===== config.mk =====
export PLATFORM = sky130hd
export DESIGN_NAME = command_frame_builder_sum16_flat
export DESIGN_NICKNAME = d
export VERILOG_FILES = /design/src/sv/cfb_pkg.sv /design/src/sv/cfb_if.sv /design/src/sv/command_frame_builder_sum16.sv /design/src/flat_wrapper.sv
export VERILOG_INCLUDE_DIRS = /design/src /design/src/sv
export SDC_FILE = /design/constraint.sdc
export NUM_CORES = 1
export LEC_CHECK = 0
export BUFFER_PORTS_ARGS = -buffer_cell sky130_fd_sc_hd__buf_2
export CELL_PAD_IN_SITES_DETAIL_PLACEMENT = 0
export CELL_PAD_IN_SITES_GLOBAL_PLACEMENT = 1
export CORE_MARGIN = 3
export CORE_UTILIZATION = 42
export CTS_CLUSTER_SIZE = 24
export DETAILED_ROUTE_END_ITERATION = 8
export PLACE_DENSITY = 0.88
export SYNTH_ARGS = -nofsm -noshare
export SYNTH_HDL_FRONTEND = slang
export SYNTH_SLANG_ARGS = --single-unit
export TNS_END_PERCENT = 5

===== constraint.sdc =====
create_clock -name i_clk -period 6.2 [get_ports i_clk]
set_clock_uncertainty 0.15 [all_clocks]
set_input_delay 1.24 -clock i_clk [delete_from_list [all_inputs] [get_ports i_clk]]
set_output_delay 1.24 -clock i_clk [all_outputs]
set_load 0.05 [all_outputs]

===== src/sv/command_frame_builder_sum16_defines.svh =====
// Assertion macros shared by the frame builder RTL.
`ifndef COMMAND_FRAME_BUILDER_SUM16_DEFINES_SVH
`define COMMAND_FRAME_BUILDER_SUM16_DEFINES_SVH

`ifndef SYNTH

// Check that a condition implies a consequence in the same cycle.
`define CFB_ASSERT_SAME(lbl, clk, rstn, ante, cons) \
    lbl: assert property (@(posedge clk) disable iff (!(rstn)) (ante) |-> (cons)) \
        else $error("frame builder check failed");

// Check that a condition implies a consequence in the next cycle.
`define CFB_ASSERT_NEXT(lbl, clk, rstn, ante, cons) \
    lbl: assert property (@(posedge clk) disable iff (!(rstn)) (ante) |=> (cons)) \
        else $error("frame builder check failed");

`else

`define CFB_ASSERT_SAME(lbl, clk, rstn, ante, cons)
`define CFB_ASSERT_NEXT(lbl, clk, rstn, ante, cons)

`endif

`endif


===== src/sv/cfb_pkg.sv =====
// Types and constants of the command frame builder.
package cfb_pkg;

    localparam int unsigned MAX_PAYLOAD_WORDS = 128;

    localparam logic [7:0]  MAX_COUNT  = 8'(MAX_PAYLOAD_WORDS);
    localparam logic [15:0] SYNC_WORD  = 16'hFF55;
    localparam logic [15:0] HEAD_WORDS = 16'd4;

    // Item kinds
    localparam logic CMD_HEADER  = 1'b0;
    localparam logic CMD_PAYLOAD = 1'b1;

    // Word slot inside the words that one item produces
    typedef logic [2:0] t_slot;
    localparam t_slot SLOT_SYNC     = 3'd0;
    localparam t_slot SLOT_LEN      = 3'd1;
    localparam t_slot SLOT_ID       = 3'd2;
    localparam t_slot SLOT_CH       = 3'd3;
    localparam t_slot SLOT_NO       = 3'd4;
    localparam t_slot SLOT_HDR_SUM  = 3'd5;
    localparam t_slot SLOT_PAY_WORD = 3'd0;
    localparam t_slot SLOT_PAY_SUM  = 3'd1;

    typedef struct packed {
        logic        command;
        logic [15:0] cmd_id;
        logic [15:0] channel;
        logic [15:0] sub_number;
        logic [7:0]  word_count;
        logic [15:0] payload_word;
    } t_cmd_item;

    typedef struct packed {
        logic [15:0] frame_word;
        logic        frame_end;
    } t_frame_item;

endpackage


===== src/sv/cfb_if.sv =====
// Valid/ready channel interfaces of the command frame builder.
interface cfb_cmd_if import cfb_pkg::*; ();
    logic      valid;
    logic      ready;
    t_cmd_item payload;

    modport source (output valid, output payload, input ready);
    modport sink   (input valid, input payload, output ready);
endinterface

interface cfb_frame_if import cfb_pkg::*; ();
    logic        valid;
    logic        ready;
    t_frame_item payload;

    modport source (output valid, output payload, input ready);
    modport sink   (input valid, input payload, output ready);
endinterface


===== src/sv/command_frame_builder_sum16.sv =====
// Command frame builder: expands header and payload beats into 16-bit frame words.
`include "command_frame_builder_sum16_defines.svh"

// Command frame builder with 16-bit additive checksum.
// A header beat (command = 0) opens a frame and produces the words 0xFF55,
// length (payload words + 4, word_count saturated at MAX_PAYLOAD_WORDS), id,
// channel and sub-number. Each payload beat (command = 1) passes its word
// through; the beat that brings the last expected word also produces the
// checksum word (wrapping sum of every word after the sync word), flagged by
// frame_end. A header with word_count 0 closes its frame at once with the
// checksum. A payload beat with no frame open is dropped. A header arriving
// mid-frame abandons the open frame without a checksum.
// Timing: an accepted beat lands in an input register; from there one frame
// word per cycle, while the output is ready, is built by short logic and
// written into the output word register, which frees the input register as
// soon as the item's last word moves out. A payload beat yields one word (two
// when it closes the frame), a header five (six for an empty payload), a
// dropped beat none. Payload beats thus stream at one per cycle with no
// bubbles while the output is ready. Ready on the input depends
// combinationally on ready at the output.
module command_frame_builder_sum16
    import cfb_pkg::*;
(
    input  logic               i_clk,
    input  logic               i_rst_n,
    cfb_cmd_if.sink            i_cmd,
    cfb_frame_if.source        o_frame
);

    // Input register
    logic        r_in_valid;
    t_cmd_item   r_cmd;
    t_slot       r_idx;

    // Frame state
    logic [15:0] r_sum;
    logic [7:0]  r_words_left;
    logic        r_open;

    // Output word register
    logic        r_out_valid;
    t_frame_item r_out;

    // Per-word logic
    logic        is_header;
    logic        stray;
    logic [7:0]  sat_cnt;
    logic [15:0] len_word;
    logic [15:0] hdr_sum;
    logic [15:0] pay_sum;
    logic [7:0]  wl_next;
    t_slot       last_slot;
    logic [15:0] n_word;
    logic        n_end;
    logic        can_emit;
    logic        emit;
    logic        done;
    logic        in_ready;

    always_comb begin
        is_header = (r_cmd.command == CMD_HEADER);
        stray     = !is_header && !r_open;

        // Clamp the length and build the header part of the checksum
        sat_cnt   = (r_cmd.word_count > MAX_COUNT) ? MAX_COUNT : r_cmd.word_count;
        len_word  = {8'd0, sat_cnt} + HEAD_WORDS;
        hdr_sum   = len_word + r_cmd.cmd_id + r_cmd.channel + r_cmd.sub_number;

        pay_sum   = r_sum + r_cmd.payload_word;
        wl_next   = (r_words_left != 8'd0) ? (r_words_left - 8'd1) : 8'd0;

        if (is_header) begin
            last_slot = (sat_cnt == 8'd0) ? SLOT_HDR_SUM : SLOT_NO;
        end else begin
            last_slot = (wl_next == 8'd0) ? SLOT_PAY_SUM : SLOT_PAY_WORD;
        end

        n_end = 1'b0;
        if (is_header) begin
            case (r_idx)
                SLOT_SYNC: n_word = SYNC_WORD;
                SLOT_LEN:  n_word = len_word;
                SLOT_ID:   n_word = r_cmd.cmd_id;
                SLOT_CH:   n_word = r_cmd.channel;
                SLOT_NO:   n_word = r_cmd.sub_number;
                SLOT_HDR_SUM: begin
                    n_word = hdr_sum;
                    n_end  = 1'b1;
                end
                default:   n_word = SYNC_WORD;
            endcase
        end else begin
            case (r_idx)
                SLOT_PAY_WORD: n_word = r_cmd.payload_word;
                SLOT_PAY_SUM: begin
                    n_word = pay_sum;
                    n_end  = 1'b1;
                end
                default:       n_word = r_cmd.payload_word;
            endcase
        end

        // Advance one word when the output register is free or being drained
        can_emit = !r_out_valid || o_frame.ready;
        emit     = r_in_valid && !stray && can_emit;
        done     = r_in_valid && (stray || (emit && (r_idx == last_slot)));
        in_ready = !r_in_valid || done;
    end

    assign i_cmd.ready     = in_ready;
    assign o_frame.valid   = r_out_valid;
    assign o_frame.payload = r_out;

    always_ff @(posedge i_clk) begin
        if (!i_rst_n) begin
            r_in_valid   <= 1'b0;
            r_idx        <= SLOT_SYNC;
            r_sum        <= 16'd0;
            r_words_left <= 8'd0;
            r_open       <= 1'b0;
            r_out_valid  <= 1'b0;
        end else begin
            // Take the next beat once the held item is finished
            if (in_ready) begin
                r_in_valid <= i_cmd.valid;
            end

            if (done) begin
                r_idx <= SLOT_SYNC;
            end else if (emit) begin
                r_idx <= r_idx + 3'd1;
            end

            if (can_emit) begin
                r_out_valid <= emit;
            end

            // Commit frame state at the end of the item; drop stray beats
            if (done && !stray) begin
                if (is_header) begin
                    if (sat_cnt == 8'd0) begin
                        r_sum        <= 16'd0;
                        r_words_left <= 8'd0;
                        r_open       <= 1'b0;
                    end else begin
                        r_sum        <= hdr_sum;
                        r_words_left <= sat_cnt;
                        r_open       <= 1'b1;
                    end
                end else begin
                    r_sum        <= (wl_next == 8'd0) ? 16'd0 : pay_sum;
                    r_words_left <= wl_next;
                    r_open       <= (wl_next != 8'd0);
                end
            end
        end
    end

    // Payload registers: no reset
    always_ff @(posedge i_clk) begin
        if (in_ready && i_cmd.valid) begin
            r_cmd <= i_cmd.payload;
        end
        if (emit) begin
            r_out.frame_word <= n_word;
            r_out.frame_end  <= n_end;
        end
    end

    // An open frame always expects at least one more payload word
    `CFB_ASSERT_SAME(a_open_has_words, i_clk, i_rst_n, r_open, r_words_left != 8'd0)
    // Word slot restarts after every finished item
    `CFB_ASSERT_NEXT(a_slot_restart, i_clk, i_rst_n, done, r_idx == SLOT_SYNC)
    // First word of a header is the sync word and never ends a frame
    `CFB_ASSERT_NEXT(a_sync_first, i_clk, i_rst_n, emit && is_header && (r_idx == SLOT_SYNC), o_frame.valid && (o_frame.payload.frame_word == SYNC_WORD) && !o_frame.payload.frame_end)
    // Slot index never runs past the checksum slot
    `CFB_ASSERT_SAME(a_slot_range, i_clk, i_rst_n, r_in_valid, r_idx <= SLOT_HDR_SUM)

endmodule

===== src/flat_wrapper.sv =====
// flat-port wrapper written by rule: the top's interface ports become plain ports
module command_frame_builder_sum16_flat import cfb_pkg::*;
  (i_clk, i_rst_n, i_cmd_valid, i_cmd_payload, i_cmd_ready, o_frame_valid, o_frame_payload, o_frame_ready);
  cfb_cmd_if i_cmd_i ();
  cfb_frame_if o_frame_i ();
  input  logic i_clk;
  input  logic i_rst_n;
  input wire logic [$bits(i_cmd_i.valid)-1:0] i_cmd_valid;
  input wire logic [$bits(i_cmd_i.payload)-1:0] i_cmd_payload;
  output wire logic [$bits(i_cmd_i.ready)-1:0] i_cmd_ready;
  output wire logic [$bits(o_frame_i.valid)-1:0] o_frame_valid;
  output wire logic [$bits(o_frame_i.payload)-1:0] o_frame_payload;
  input wire logic [$bits(o_frame_i.ready)-1:0] o_frame_ready;
  assign i_cmd_i.valid = i_cmd_valid;
  assign i_cmd_i.payload = i_cmd_payload;
  assign i_cmd_ready = i_cmd_i.ready;
  assign o_frame_valid = o_frame_i.valid;
  assign o_frame_payload = o_frame_i.payload;
  assign o_frame_i.ready = o_frame_ready;
  command_frame_builder_sum16 u_core (.i_clk(i_clk), .i_rst_n(i_rst_n), .i_cmd(i_cmd_i), .o_frame(o_frame_i));
endmodule

Word-level counts from Yosys, hierarchy flattened. Cells that the tools add are included.

Add/subtract/negate cells: 7. Multipliers: 0. Div/mod/pow operators: 0. Magnitude comparators: 1. Equality and inequality tests: 6. Shift operators: 0. Multiplexer cells: 18. Bitwise operators: 1. Reduce and logical (&&, ||, !) cells: 19.

Operators by type and width (number): $mux W16 (5); $pmux W16 S5 (1); $add A16 B16 Y16 (4); $mux W8 (4); $logic_not A8 Y1 (2); $reduce_bool A8 Y1 (2); $add A8 B3 Y9 const B (1); $gt A8 B8 Y1 const B (1); $sub A8 B1 Y8 const B (1); $logic_and A1 B1 Y1 (7); $mux W1 (7); $eq A3 B2 Y1 const B (2); $eq A3 B3 Y1 const B (2); $logic_not A1 Y1 (4); $add A3 B1 Y3 const B (1); $eq A3 B1 Y1 const B (1); $eq A3 B3 Y1 (1); $logic_or A1 B1 Y1 (3); $mux W3 (1); $reduce_or A2 Y1 (1); $not A1 Y1 (1).

Register bits: 120. Bits in latches: 0. Bits in writable memories: 0. Bits in read-only memories: 0. Input port bits: 77. Output and inout port bits: 19. Logic and storage cells: 66. Memories kept: 0.

Longest topological paths before layout. Gate-level depths: netlist of run 1.

Depth in word-level cells: 11. Gate-level depth with buffers: 19. Mapped depth without buffers: 19.

Worst setup path after synthesis of run 1. No wires, ideal clock.

Path type: in2reg. Start point: in o_frame_ready. End point: reg u_core.r_cmd[0] (netlist bit), enable pin. Library setup time: 0.513 ns. Arrival time: 5.819 ns. Required time: 5.537 ns. Slack: -0.282 ns. Stages: 8. Path buffers: 1. Cell sequence: nand2b_1 > nand3_1 > or3_1 > nor2_1 > a21boi_1 > buf_2 > nor3_1 > nor2b_1.

Cells in the longest elaborated chain, start to end: 7.

Ends and longest elaborated chain: start: declaration (RTL line flat_wrapper.sv:13) `input wire logic [$bits(o_frame_i.ready)-1:0] o_frame_ready;`; $logic_or A1 B1 Y1 (RTL line command_frame_builder_sum16.sv:104) `can_emit = !r_out_valid || o_frame.ready;`; $logic_and A1 B1 Y1 (RTL line command_frame_builder_sum16.sv:105) `emit = r_in_valid && !stray && can_emit;`; $logic_and A1 B1 Y1 (RTL line command_frame_builder_sum16.sv:106) `done = r_in_valid && (stray || (emit && (r_idx == last_slot)));`; $logic_or A1 B1 Y1 (RTL line command_frame_builder_sum16.sv:106); $logic_and A1 B1 Y1 (RTL line command_frame_builder_sum16.sv:106); $logic_or A1 B1 Y1 (RTL line command_frame_builder_sum16.sv:107) `in_ready = !r_in_valid || done;`; $logic_and A1 B1 Y1 (RTL line command_frame_builder_sum16.sv:161) `if (in_ready && i_cmd.valid) begin`; end signal: assignment (RTL line command_frame_builder_sum16.sv:162) `r_cmd <= i_cmd.payload;`; end: declaration (RTL line command_frame_builder_sum16.sv:32) `t_cmd_item r_cmd;`.

No other way between the ends. A chain may end at the register's enable or synchronous reset.

Worst setup path after layout of run 1.
Start point: reg u_core.r_words_left[0]. End point: out i_cmd_ready.

Cells in the longest elaborated chain, start to end: 10. Elaborated cells on any way between the ends: 11. Those cells by class: 1 x add/sub; 1 x eq/ne; 3 x mux; 6 x reduce/logical.

Ends and longest elaborated chain: start: declaration (RTL line command_frame_builder_sum16.sv:37) `logic [7:0] r_words_left;`; start signal: assignment (RTL line command_frame_builder_sum16.sv:147) `r_words_left <= sat_cnt;`; start signal: assignment (RTL line command_frame_builder_sum16.sv:152) `r_words_left <= wl_next;`; $sub A8 B1 Y8 / $reduce_bool A8 Y1 (equally long branches) (RTL line command_frame_builder_sum16.sv:70) `wl_next = (r_words_left != 8'd0) ? (r_words_left - 8'd1) : 8'd0;`; $mux W8 (*) (RTL line command_frame_builder_sum16.sv:70); $logic_not A8 Y1 (*) (RTL line command_frame_builder_sum16.sv:75) `last_slot = (wl_next == 8'd0) ? SLOT_PAY_SUM : SLOT_PAY_WORD;`; $mux W1 (*) (RTL line command_frame_builder_sum16.sv:75); $mux W3 (*) (RTL line command_frame_builder_sum16.sv:72) `if (is_header) begin`; $eq A3 B3 Y1 (*) (RTL line command_frame_builder_sum16.sv:106); $logic_and A1 B1 Y1 (*) (RTL line command_frame_builder_sum16.sv:106); $logic_or A1 B1 Y1 (*) (RTL line command_frame_builder_sum16.sv:106); $logic_and A1 B1 Y1 (*) (RTL line command_frame_builder_sum16.sv:106); $logic_or A1 B1 Y1 (*) (RTL line command_frame_builder_sum16.sv:107); end: declaration (RTL line flat_wrapper.sv:10) `output wire logic [$bits(i_cmd_i.ready)-1:0] i_cmd_ready;`.

Every way passes the cells marked *; elsewhere a longest branch is shown, timed or not.

==> results of run 1 <==
## metal layers
layer	global-route usage (%)	wire length, um
met3	5.46	1540
met1	26.9	8000
met4	7.33	506
met5	0	0
met2	33.4	9410
## worst min-delay path, delay by kind of cell, from the launching register on
| kind | cells | cell delay, ns |
|---|---|---|
| flops | 1 | 0.32 |
| compound gates | 2 | 0.13 |
## Yosys cell counts, types with 7 or more instances
cell type,count
sky130_fd_sc_hd__dfxtp_1,30
sky130_fd_sc_hd__a21oi_1,47
sky130_fd_sc_hd__ha_1,44
sky130_fd_sc_hd__nand3_1,12
sky130_fd_sc_hd__a31oi_1,15
sky130_fd_sc_hd__fa_1,25
sky130_fd_sc_hd__nor2_1,25
sky130_fd_sc_hd__inv_1,58
sky130_fd_sc_hd__a22oi_1,13
sky130_fd_sc_hd__nor3_1,32
sky130_fd_sc_hd__a2111oi_0,7
sky130_fd_sc_hd__o21ai_0,24
sky130_fd_sc_hd__o22ai_1,7
sky130_fd_sc_hd__clkbuf_1,23
sky130_fd_sc_hd__xnor2_1,17
sky130_fd_sc_hd__a21o_1,7
sky130_fd_sc_hd__xor2_1,15
sky130_fd_sc_hd__nor2b_1,10
sky130_fd_sc_hd__nand2_1,59
sky130_fd_sc_hd__a222oi_1,13
sky130_fd_sc_hd__a211oi_1,14
sky130_fd_sc_hd__edfxtp_1,90
## final timing paths
kind / endpoint
max: i_cmd_ready
min: u_core.r_open$_SDFFE_PN0P_
max reg2reg: u_core.o_frame.payload[10]$_DFFE_PP_
min reg2reg: u_core.r_open$_SDFFE_PN0P_
## layout by cell type (no fill, tap or decap), types with 6 or more instances in the layout
cell type,instances
sky130_fd_sc_hd__a21oi_1,47
sky130_fd_sc_hd__or3_1,6
sky130_fd_sc_hd__o31ai_1,6
sky130_fd_sc_hd__nor2_1,25
sky130_fd_sc_hd__and3_1,6
sky130_fd_sc_hd__xnor2_1,17
sky130_fd_sc_hd__o21ai_0,24
sky130_fd_sc_hd__nor2b_1,8
sky130_fd_sc_hd__o21bai_1,6
sky130_fd_sc_hd__xor2_1,15
sky130_fd_sc_hd__ha_1,44
sky130_fd_sc_hd__buf_2,95
sky130_fd_sc_hd__inv_1,58
sky130_fd_sc_hd__a211oi_1,14
sky130_fd_sc_hd__a21o_1,7
sky130_fd_sc_hd__clkbuf_16,17
sky130_fd_sc_hd__dfxtp_1,30
sky130_fd_sc_hd__a22oi_1,13
sky130_fd_sc_hd__nand3_1,12
sky130_fd_sc_hd__nor3_1,32
sky130_fd_sc_hd__a31oi_1,15
sky130_fd_sc_hd__fa_1,25
sky130_fd_sc_hd__edfxtp_1,90
sky130_fd_sc_hd__nand2_1,59
sky130_fd_sc_hd__buf_4,8
sky130_fd_sc_hd__a222oi_1,13
sky130_fd_sc_hd__a2111oi_0,7
sky130_fd_sc_hd__o22ai_1,7
sky130_fd_sc_hd__nand2b_1,6
## cell families after synthesis
logic type      count (synthesis)  synth area share, %
flops                         120                 45.0
buf+inv                        88                 4.60
compound gates                200                 19.2
fa+ha+maj                      69                 14.3
other cells                     1               0.0510
xor+xnor                       32                 3.82
mux                             3                0.443
simple gates                  184                 12.6
## layout make-up
type,count,area (um2),share of cell area [%]
Tap cell,220,275,3.19
Timing Repair Buffer,103,536,6.20
Sequential cell,120,3300,38.2
Clock inverter,14,164,1.90
Inverter,58,218,2.52
Multi-Input combinational cell,489,3710,43.0
Clock buffer,18,429,4.97
## power breakdown
part	internal [W]	leakage, nW	switching (W)
Clock	0.000601	0.280	0.000397
Combinational	0.000319	2.15	0.000516
Sequential	0.000932	1.10	0.0000457
Total	0.00185	3.53	0.000958
## registers in the layout, summed over array words and instances, names as in the netlist
register	cells
u_core.r_cmd	73
u_core.o_frame.payload	17
u_core.r_sum	16
u_core.r_words_left	8
u_core.r_idx	3
u_core.o_frame.valid	1
u_core.r_in_valid	1
u_core.r_open	1
## stage by stage
stage	area [um2]	utilization [%]	hold WS [ns]	total power [W]	setup slack, ns
2_1_floorplan	7350	-	0.303	0.00159	1.14
3_3_place_gp	8050	47.7	0.324	0.00181	1.67
3_5_place_dp	8050	47.7	0.328	0.00181	1.55
4_1_cts	8640	51.2	0.340	0.00282	1.29
5_1_grt	8640	51.2	0.400	0.00297	1.01
6_report	8640	51.2	0.352	0.00281	1.25
==> impl_metrics.py, run 1 <==
metrics = {
    "logic_synthesis": {
        "post-synth-top-area-fraction_pct": 36.8,
        "post_synth_inst_count": 697,
        "ys_async_sr_fraction_pct": 0,
        "postSynthRegisterBits": 120,
        "synth_nets": 843,
        "synth_top_area_cell": "sky130_fd_sc_hd__edfxtp_1",
        "yosys-top-cells-area": "sky130_fd_sc_hd__edfxtp_1, sky130_fd_sc_hd__dfxtp_1, sky130_fd_sc_hd__ha_1",
        "synth-edff-count": 90,
        "post_synth_num_cell_types": 68,
        "yosys_warn_count": 0,
        "post_synth_instance_area_mm2": 0.00735,
        "seq_area_frac_synth_pct": 45.0,
        "syn_area_per_cell_um2": 10.5,
        "synthFlopType": "sky130_fd_sc_hd__edfxtp_1",
    },
    "sta": {
        "report.final.setup_viol": 0,
        "rsz0062_at_grt": "no",
        "fmaxAchievable_ghz": 0.202,
        "finalWorstPathRequiredPeriod_ns": 4.95,
        "finalCritPeriodShare_pct": 79.8,
        "hold_viol_final": 0,
        "worst_pin_slew_ns": 0.995,
        "timing.slew.headroom_pct": 33.0,
        "accumulated_negative_setup_slack_ns": 0,
        "timing.final.max_slew_violations": 0,
    },
    "worst_setup_path": {
        "critPathArrivalTime_ns": 3.56,
        "critPathBufInv": 3,
        "reg2reg_from": "u_core.r_cmd[23]$_DFFE_PP_",
        "critical_path_depth": 10,
        "worst_path_max_delay_cell": "sky130_fd_sc_hd__o31ai_4",
        "critical-path-max-stage-delay_ns": 0.56,
        "timing.critical_path.required_ns": 4.81,
        "critPathCaptureType": "output pin",
        "critPathKind": "flip-flop to output pin",
        "crit_fanout": 9,
        "worst_setup_path_startpoint": "u_core.r_words_left[0]$_SDFFE_PN0P_",
        "critical_path.cell_chain": "inv_1, ha_1, or3b_4, o31ai_4, nand4_1, o31ai_4, a21boi_1, nor3_1, inv_1, buf_2",
        "cp-start-kind": "flip-flop",
        "largest_delay_contributor_family_on_the_critical_path": "simple AND/OR/NAND/NOR gates",
        "setup.reg_to_reg.worst_slack_ns": 1.48,
        "worst-r2r-cell-count": 19,
    },
    "drt": {
        "iter_0_drt_violations": 501,
        "vias": 5918,
        "drt_drc_violations_left": 0,
        "final_routed_wirelength_um": 19500,
        "final_antenna_net_count": 0,
        "drtPass1Iterations": 5,
        "post_detailed_route_wirelength_per_cell_um": 19.0,
        "viasPerCell": 5.79,
    },
    "global_routing": {
        "antenna_found_initial": 0,
        "grt_overflow_total": 0,
        "grtUsageTotal_pct": 20.6,
        "grt_start_max_net_pins": 36,
        "wire_length_of_the_first_global_routing_pass_um": 30900,
        "first_global_vias": 5802,
    },
    "floorplanning": {
        "ios": 96,
        "initial_utilization_pct": 43.5,
        "rows": 47,
        "die_w_um": 138,
        "die_outline_height_um": 138,
        "core_area_mm2": 0.0169,
        "die_area_mm2": 0.0191,
    },
    "cts": {
        "clock_path_buffers": 2,
        "clkLatencyLatePin_ns": 0.43,
        "clock_tree_from_tritoncts": "yes",
        "cts_setup_buffers": 0,
        "clock_sinks": 120,
        "clk_pin_slew_ns": 0.06,
        "holdBufCountCts": 0,
        "numCtsBuffers": 17,
        "h-tree-depth": 4,
        "cts.repair.resized": 0,
        "clock_tree.root_cell": "sky130_fd_sc_hd__clkbuf_16",
    },
    "min_path": {
        "whs_path_depth": 2,
        "min-delay-start": "u_core.r_open$_SDFFE_PN0P_",
        "path_type_of_the_worst_min_delay_path": "flip-flop to flip-flop",
    },
    "placed_design": {
        "place_inst": 990,
        "gp_congestion": 0.924,
        "place.detailed.hpwl_um": 14000,
        "port_buffers": 95,
    },
    "pwr": {
        "leakagePower_nw": 3.53,
        "power_density_relative_to_cell_area_mw_per_mm2": 325,
        "vdd.ir_drop.worst_mv": 0.229,
    },
    "final_layout": {
        "finish.net_count": 935,
        "n_antenna_cell": 0,
        "area_growth_pct": 17.6,
        "drive_above_1_share_pct": 18.6,
        "n_fill_cell": 1513,
        "finish.cell_count_without_fillers": 1022,
    },
    "outcome": {
        "outcome": "finished, final reports clean",
    },
    "run": {
        "drv_cap": 0,
    },
}
Note: power is estimated with default switching activity, not from simulation.
==> inputs of run 2 (changes only) <==
clock period = 4.08 ns   (was 6.2 ns; I/O delays follow)
==> run 2 against run 1 <==
The run now ends with setup timing left. Sequential cell count did not move. Register-to-register slack got worse by 1.5 ns. Final cell count rose by 3.9%. Setup slack got worse by 1.3 ns. Critical endpoint is now u_core.o_frame.payload[13]$_DFFE_PP_. Highest routed layer unchanged.
==> impl_metrics.py, run 2 (synthesis gave the netlist of run 1 again) <==
metrics = {
    "pwr": {
        "swShare_pct": 32.7,
        "pwr-share-clk_pct": 32.2,
        "vdd.ir_drop.worst_mv": 0.356,
        "leakagePower_nw": 3.79,
        "seq_power_share_pct": 31.4,
        "comb_power_share_pct": 36.4,
        "net-switching-power_w": 0.00154,
        "power_density_relative_to_cell_area_mw_per_mm2": 510,
        "total_power_w": 0.00473,
        "internal_power_w": 0.00318,
    },
    "cts": {
        "numCtsBuffers": 17,
        "h-tree-depth": 4,
        "clock_path_buffers": 2,
        "clock_sinks": 120,
        "clk_pin_slew_ns": 0.05,
        "clock_tree_from_tritoncts": "yes",
        "clock_tree.root_cell": "sky130_fd_sc_hd__clkbuf_16",
        "holdBufCountCts": 0,
        "clkLatencyLatePin_ns": 0.43,
    },
    "drt": {
        "final_routed_wirelength_um": 20200,
        "met1_length_um": 8300,
        "wl_met2_um": 9960,
        "drtPass1Iterations": 5,
        "drt_drc_violations_left": 0,
        "uppermost_layer_routed": "met4",
        "final_antenna_net_count": 0,
        "post_detailed_route_wirelength_per_cell_um": 19.1,
        "wl_met3_um": 1450,
        "vias": 6121,
        "viasPerCell": 5.76,
        "iter_0_drt_violations": 541,
    },
    "min_path": {
        "path_type_of_the_worst_min_delay_path": "flip-flop to flip-flop",
    },
    "worst_setup_path": {
        "critPathArrivalTime_ns": 4.21,
        "critical_path.cell_chain": "nand2_4, inv_2, ha_4, buf_6, xnor2_4, fa_1, inv_1, fa_1, inv_2, ha_4, o21ai_4, buf_6, o211ai_1, a41oi_2, o21bai_1, xor2_1, a21oi_1, a31oi_1",
        "crit_fanout": 4,
        "critPathCaptureType": "flip-flop",
        "critPathKind": "flip-flop to flip-flop",
        "critical-path-max-stage-delay_ns": 0.51,
        "setup.reg_to_reg.worst_slack_ns": -0.005,
        "critPathBufInv": 5,
        "cp-start-kind": "flip-flop",
        "timing.critical_path.required_ns": 4.20,
        "largest_delay_contributor_family_on_the_critical_path": "adder cells",
        "worst_path_max_delay_cell": "sky130_fd_sc_hd__fa_1",
    },
    "floorplanning": {
        "initial_utilization_pct": 43.5,
        "ios": 96,
        "core_area_mm2": 0.0169,
        "die_w_um": 138,
        "rows": 47,
        "die_outline_height_um": 138,
        "die_area_mm2": 0.0191,
    },
    "sta": {
        "finalCritPeriodShare_pct": 100,
        "fin_worst_hold_slack_ns": 0.345,
        "layout_setup_ws_ns": -0.00528,
        "timing.slew.headroom_pct": 24.4,
        "finalWorstPathRequiredPeriod_ns": 4.09,
        "worst_pin_slew_ns": 1.12,
        "report.final.setup_viol": 1,
        "timing.final.max_slew_violations": 0,
        "rsz0062_at_grt": "yes",
        "fmaxAchievable_ghz": 0.245,
        "hold_viol_final": 0,
    },
    "final_layout": {
        "layout_common_cells": "sky130_fd_sc_hd__buf_2, sky130_fd_sc_hd__edfxtp_1, sky130_fd_sc_hd__nand2_1",
        "finish.cell_count_without_fillers": 1062,
        "drive_above_1_share_pct": 27.7,
        "n_antenna_cell": 0,
        "most_common_library_cell_in_the_layout_ignoring_fill_and_taps": "sky130_fd_sc_hd__buf_2",
        "final_design_instance_area_without_fill_mm2": 0.00927,
        "finish.net_count": 976,
        "largest_reg_flops": 73,
        "regMostFlops": "u_core.r_cmd",
        "area_growth_pct": 26.1,
    },
    "outcome": {
        "outcome": "finished, violations left",
        "violations": "setup timing",
    },
    "placed_design": {
        "place.detailed.hpwl_um": 14300,
        "place_inst": 1026,
        "port_buffers": 95,
        "placedInstanceArea_mm2": 0.00833,
        "place_ws_ns": -0.185,
        "gp_congestion": 0.875,
    },
    "run": {
        "drv_cap": 0,
    },
    "global_routing": {
        "grt_start_max_net_pins": 74,
        "grtUsageTotal_pct": 21.0,
        "wire_length_of_the_first_global_routing_pass_um": 31800,
        "antenna_found_initial": 0,
        "grt_overflow_total": 0,
        "first_global_vias": 6023,
    },
}
[run 2: cell types whose count changed in the layout (fill, tap and decap cells not counted), sizes merged]
cell / previous run / this run
buf: 103 / 143
bufinv: 2 / 3
inv: 64 / 58
clkbuf: 18 / 23
[run 2: worst paths after layout]
path	endpoint	from	cells past startpoint
worst max-delay path	u_core.o_frame.payload[13]$_DFFE_PP_	u_core.r_cmd[18]$_DFFE_PP_	18
worst min register to register	u_core.r_open$_SDFFE_PN0P_	u_core.r_open$_SDFFE_PN0P_	2
worst min-delay path	u_core.r_open$_SDFFE_PN0P_	u_core.r_open$_SDFFE_PN0P_	2
worst max register to register	u_core.o_frame.payload[13]$_DFFE_PP_	u_core.r_cmd[18]$_DFFE_PP_	18
[run 2: layout make-up]
cell class	count	area, um2
sequential	120	3300
timing repair buffer	144	866
clock inverter	9	126
tap	220	275
inverter	58	218
multi-input combinational	489	4010
clock buffer	22	464
fill	1455	7610
[run 2: what timing repair did]
| action | in CTS | in global routing |
|---|---|---|
| setup buffers | 2 | 3 |
| resized for setup | 23 | 45 |
| pin swaps | 12 | 33 |
| setup endpoints to repair | 18 | 22 |
[run 2: metrics by stage]
step / utilization, % / TNS [ns]
2_1_floorplan: - / -0.220
3_3_place_gp: 49.3 / -0.281
3_5_place_dp: 49.3 / -1.43
4_1_cts: 53.6 / 0
5_1_grt: 54.9 / -1.77
6_report: 54.9 / -0.00528
[run 2: routing by layer]
layer / up-vias / GRT usage [%]
li1: 2888 / -
met1: 2917 / 27.6
met2: 273 / 34.9
met3: 43 / 4.49
met4: 0 / 7.02
met5: - / 0
[run 2: tightest hold or removal path, stage by stage (launching register included)]
cell	delay, ns
sky130_fd_sc_hd__dfxtp_1	0.32
sky130_fd_sc_hd__o31ai_1	0.07
sky130_fd_sc_hd__a21oi_1	0.06
[run 2: power groups by stage]
stage,combinational [W],sequential (W),clock [W]
global route,0.00187,0.00149,0.00160
floorplan,0.000894,0.00152,0
CTS,0.00154,0.00148,0.00154
finish,0.00172,0.00148,0.00152
global placement,0.00143,0.00150,0
detailed placement,0.00144,0.00151,0
==> inputs of run 3 (changes only) <==
REMOVE_ABC_BUFFERS = 1   (was unset)
==> run 3 against run 2 <==
The flow now finishes without violations. Sequential cell count is the same. Final cell count is essentially flat. Largest cell class unchanged. Routed wire length shrank 0.61%. Combinational power is essentially flat. Critical endpoint unchanged. Worst hold slack lost 0.0075 ns. Sequential power is essentially flat. Die area is the same. Critical path type unchanged.
==> impl_metrics.py, run 3 (synthesis gave the netlist of run 1 again) <==
metrics = {
    "worst_setup_path": {
        "critical-path-max-stage-delay_ns": 0.49,
        "critPathBufInv": 5,
        "critPathArrivalTime_ns": 4.17,
        "timing.critical_path.required_ns": 4.19,
        "cp-start-kind": "flip-flop",
        "crit_fanout": 4,
        "critical_path.cell_chain": "inv_2, nand2_4, inv_4, ha_4, xnor2_2, fa_1, inv_1, fa_1, inv_1, ha_4, o21ai_1, buf_4, o211ai_1, a41oi_1, o21bai_1, xor2_1, a21oi_2, a31oi_1",
        "critPathCaptureType": "flip-flop",
        "worst_path_max_delay_cell": "sky130_fd_sc_hd__fa_1",
        "critPathKind": "flip-flop to flip-flop",
        "largest_delay_contributor_family_on_the_critical_path": "adder cells",
    },
    "cts": {
        "clock_tree.root_cell": "sky130_fd_sc_hd__clkbuf_16",
        "clock_tree_from_tritoncts": "yes",
        "holdBufCountCts": 0,
        "numCtsBuffers": 17,
        "clkLatencyLatePin_ns": 0.42,
        "clock_path_buffers": 2,
        "clk_pin_slew_ns": 0.05,
        "h-tree-depth": 4,
        "clock_sinks": 120,
    },
    "pwr": {
        "power_density_relative_to_cell_area_mw_per_mm2": 513,
        "total_power_w": 0.00476,
        "leakagePower_nw": 3.80,
        "vdd.ir_drop.worst_mv": 0.344,
    },
    "final_layout": {
        "combined_area_of_the_multi_input_logic_cells_mm2": 0.00399,
        "n_fill_cell": 1456,
        "final_design_instance_area_without_fill_mm2": 0.00927,
        "n_antenna_cell": 0,
        "layout_common_cells": "sky130_fd_sc_hd__buf_2, sky130_fd_sc_hd__edfxtp_1, sky130_fd_sc_hd__nand2_1",
        "regMostFlops": "u_core.r_cmd",
        "drive_above_1_share_pct": 27.6,
        "most_common_library_cell_in_the_layout_ignoring_fill_and_taps": "sky130_fd_sc_hd__buf_2",
        "area_growth_pct": 26.2,
        "finish.cell_count_without_fillers": 1063,
        "final-seq-area_mm2": 0.00330,
        "largest_reg_flops": 73,
        "finish.net_count": 976,
    },
    "global_routing": {
        "first_global_vias": 5875,
        "grtUsageTotal_pct": 20.7,
        "antenna_found_initial": 0,
        "grt_start_max_net_pins": 46,
        "grt_overflow_total": 0,
        "wire_length_of_the_first_global_routing_pass_um": 31400,
    },
    "outcome": {
        "outcome": "finished, final reports clean",
    },
    "sta": {
        "hold_viol_final": 0,
        "layout_setup_ws_ns": 0.0272,
        "worst_pin_slew_ns": 1.07,
        "report.final.setup_viol": 0,
        "rsz0062_at_grt": "yes",
        "finalCritPeriodShare_pct": 99.3,
        "timing.final.max_slew_violations": 0,
        "fmaxAchievable_ghz": 0.247,
        "timing.slew.headroom_pct": 28.0,
        "finalWorstPathRequiredPeriod_ns": 4.05,
    },
    "placed_design": {
        "place.detailed.hpwl_um": 14300,
        "placedInstanceArea_mm2": 0.00834,
        "port_buffers": 95,
        "place_inst": 1028,
        "gp_congestion": 0.919,
        "place_ws_ns": -0.344,
    },
    "drt": {
        "met1_length_um": 8700,
        "wl_met3_um": 1520,
        "post_detailed_route_wirelength_per_cell_um": 18.9,
        "uppermost_layer_routed": "met4",
        "viasPerCell": 5.76,
        "final_antenna_net_count": 0,
        "final_routed_wirelength_um": 20100,
        "drtPass1Iterations": 5,
        "wl_met2_um": 9330,
        "vias": 6123,
        "drt_drc_violations_left": 0,
        "iter_0_drt_violations": 521,
    },
    "floorplanning": {
        "ios": 96,
        "die_w_um": 138,
        "die_outline_height_um": 138,
        "core_area_mm2": 0.0169,
        "die_area_mm2": 0.0191,
        "initial_utilization_pct": 43.5,
        "rows": 47,
    },
    "min_path": {
        "path_type_of_the_worst_min_delay_path": "flip-flop to flip-flop",
    },
    "run": {
        "drv_cap": 0,
    },
}
-- run 3: what timing repair did --
item,CTS,global route
setup endpoints to repair,18,20
pin swaps,13,32
gates resized for setup,30,33
setup buffers,3,0
-- run 3: metal layers --
| layer | vias up | GRT usage, % |
|---|---|---|
| met5 | - | 0 |
| met3 | 41 | 3.42 |
| li1 | 2886 | - |
| met4 | 0 | 8.89 |
| met2 | 281 | 33.0 |
| met1 | 2915 | 28.2 |
-- run 3: worst reg2reg max path, cell delays in order, from the launching register on --
cell and delay [ns]:
sky130_fd_sc_hd__edfxtp_1 0.41, sky130_fd_sc_hd__inv_2 0.13, sky130_fd_sc_hd__nand2_4 0.09, sky130_fd_sc_hd__inv_4 0.07, sky130_fd_sc_hd__ha_4 0.15, sky130_fd_sc_hd__xnor2_2 0.10
sky130_fd_sc_hd__fa_1 0.49, sky130_fd_sc_hd__inv_1 0.05, sky130_fd_sc_hd__fa_1 0.49, sky130_fd_sc_hd__inv_1 0.06, sky130_fd_sc_hd__ha_4 0.27, sky130_fd_sc_hd__o21ai_1 0.09
sky130_fd_sc_hd__buf_4 0.15, sky130_fd_sc_hd__o211ai_1 0.27, sky130_fd_sc_hd__a41oi_1 0.16, sky130_fd_sc_hd__o21bai_1 0.17, sky130_fd_sc_hd__xor2_1 0.31, sky130_fd_sc_hd__a21oi_2 0.11
sky130_fd_sc_hd__a31oi_1 0.16
-- run 3: worst paths after layout --
path                                                 start                                   end  slack, ns  cells past startpoint
worst min-delay path            u_core.r_open$_SDFFE_PN0P_            u_core.r_open$_SDFFE_PN0P_       0.34                      2
worst max-delay path            u_core.r_cmd[23]$_DFFE_PP_  u_core.o_frame.payload[13]$_DFFE_PP_       0.03                     18
worst max register to register  u_core.r_cmd[23]$_DFFE_PP_  u_core.o_frame.payload[13]$_DFFE_PP_       0.03                     18
worst min register to register  u_core.r_open$_SDFFE_PN0P_            u_core.r_open$_SDFFE_PN0P_       0.34                      2
-- run 3: area by class of cell --
class / count / area share, %
flip-flops and latches: 120 / 35.6
clock inverters: 14 / 1.94
well taps: 220 / 2.97
clock buffers: 18 / 4.74
multi-input cells: 489 / 43.0
inverters: 58 / 2.40
repair buffers: 144 / 9.26
-- run 3: stage by stage --
| stage | util (%) | setup TNS, ns | hold slack, ns |
|---|---|---|---|
| floorplan | - | -204.79 | 0.303 |
| global placement | 49.4 | -0.458 | 0.318 |
| detailed placement | 49.4 | -2.03 | 0.325 |
| CTS | 54.1 | -0.0650 | 0.334 |
| global route | 54.9 | -1.33 | 0.358 |
| finish | 54.9 | 0 | 0.337 |
-- run 3: power by group --
group / internal (W) / switching [W] / leakage (nW) / total (W)
registers: 0.00142 / 0.0000680 / 1.10 / 0.00149
clock network: 0.00103 / 0.000547 / 0.299 / 0.00158
logic: 0.000765 / 0.000932 / 2.40 / 0.00170
total: 0.00321 / 0.00155 / 3.80 / 0.00476
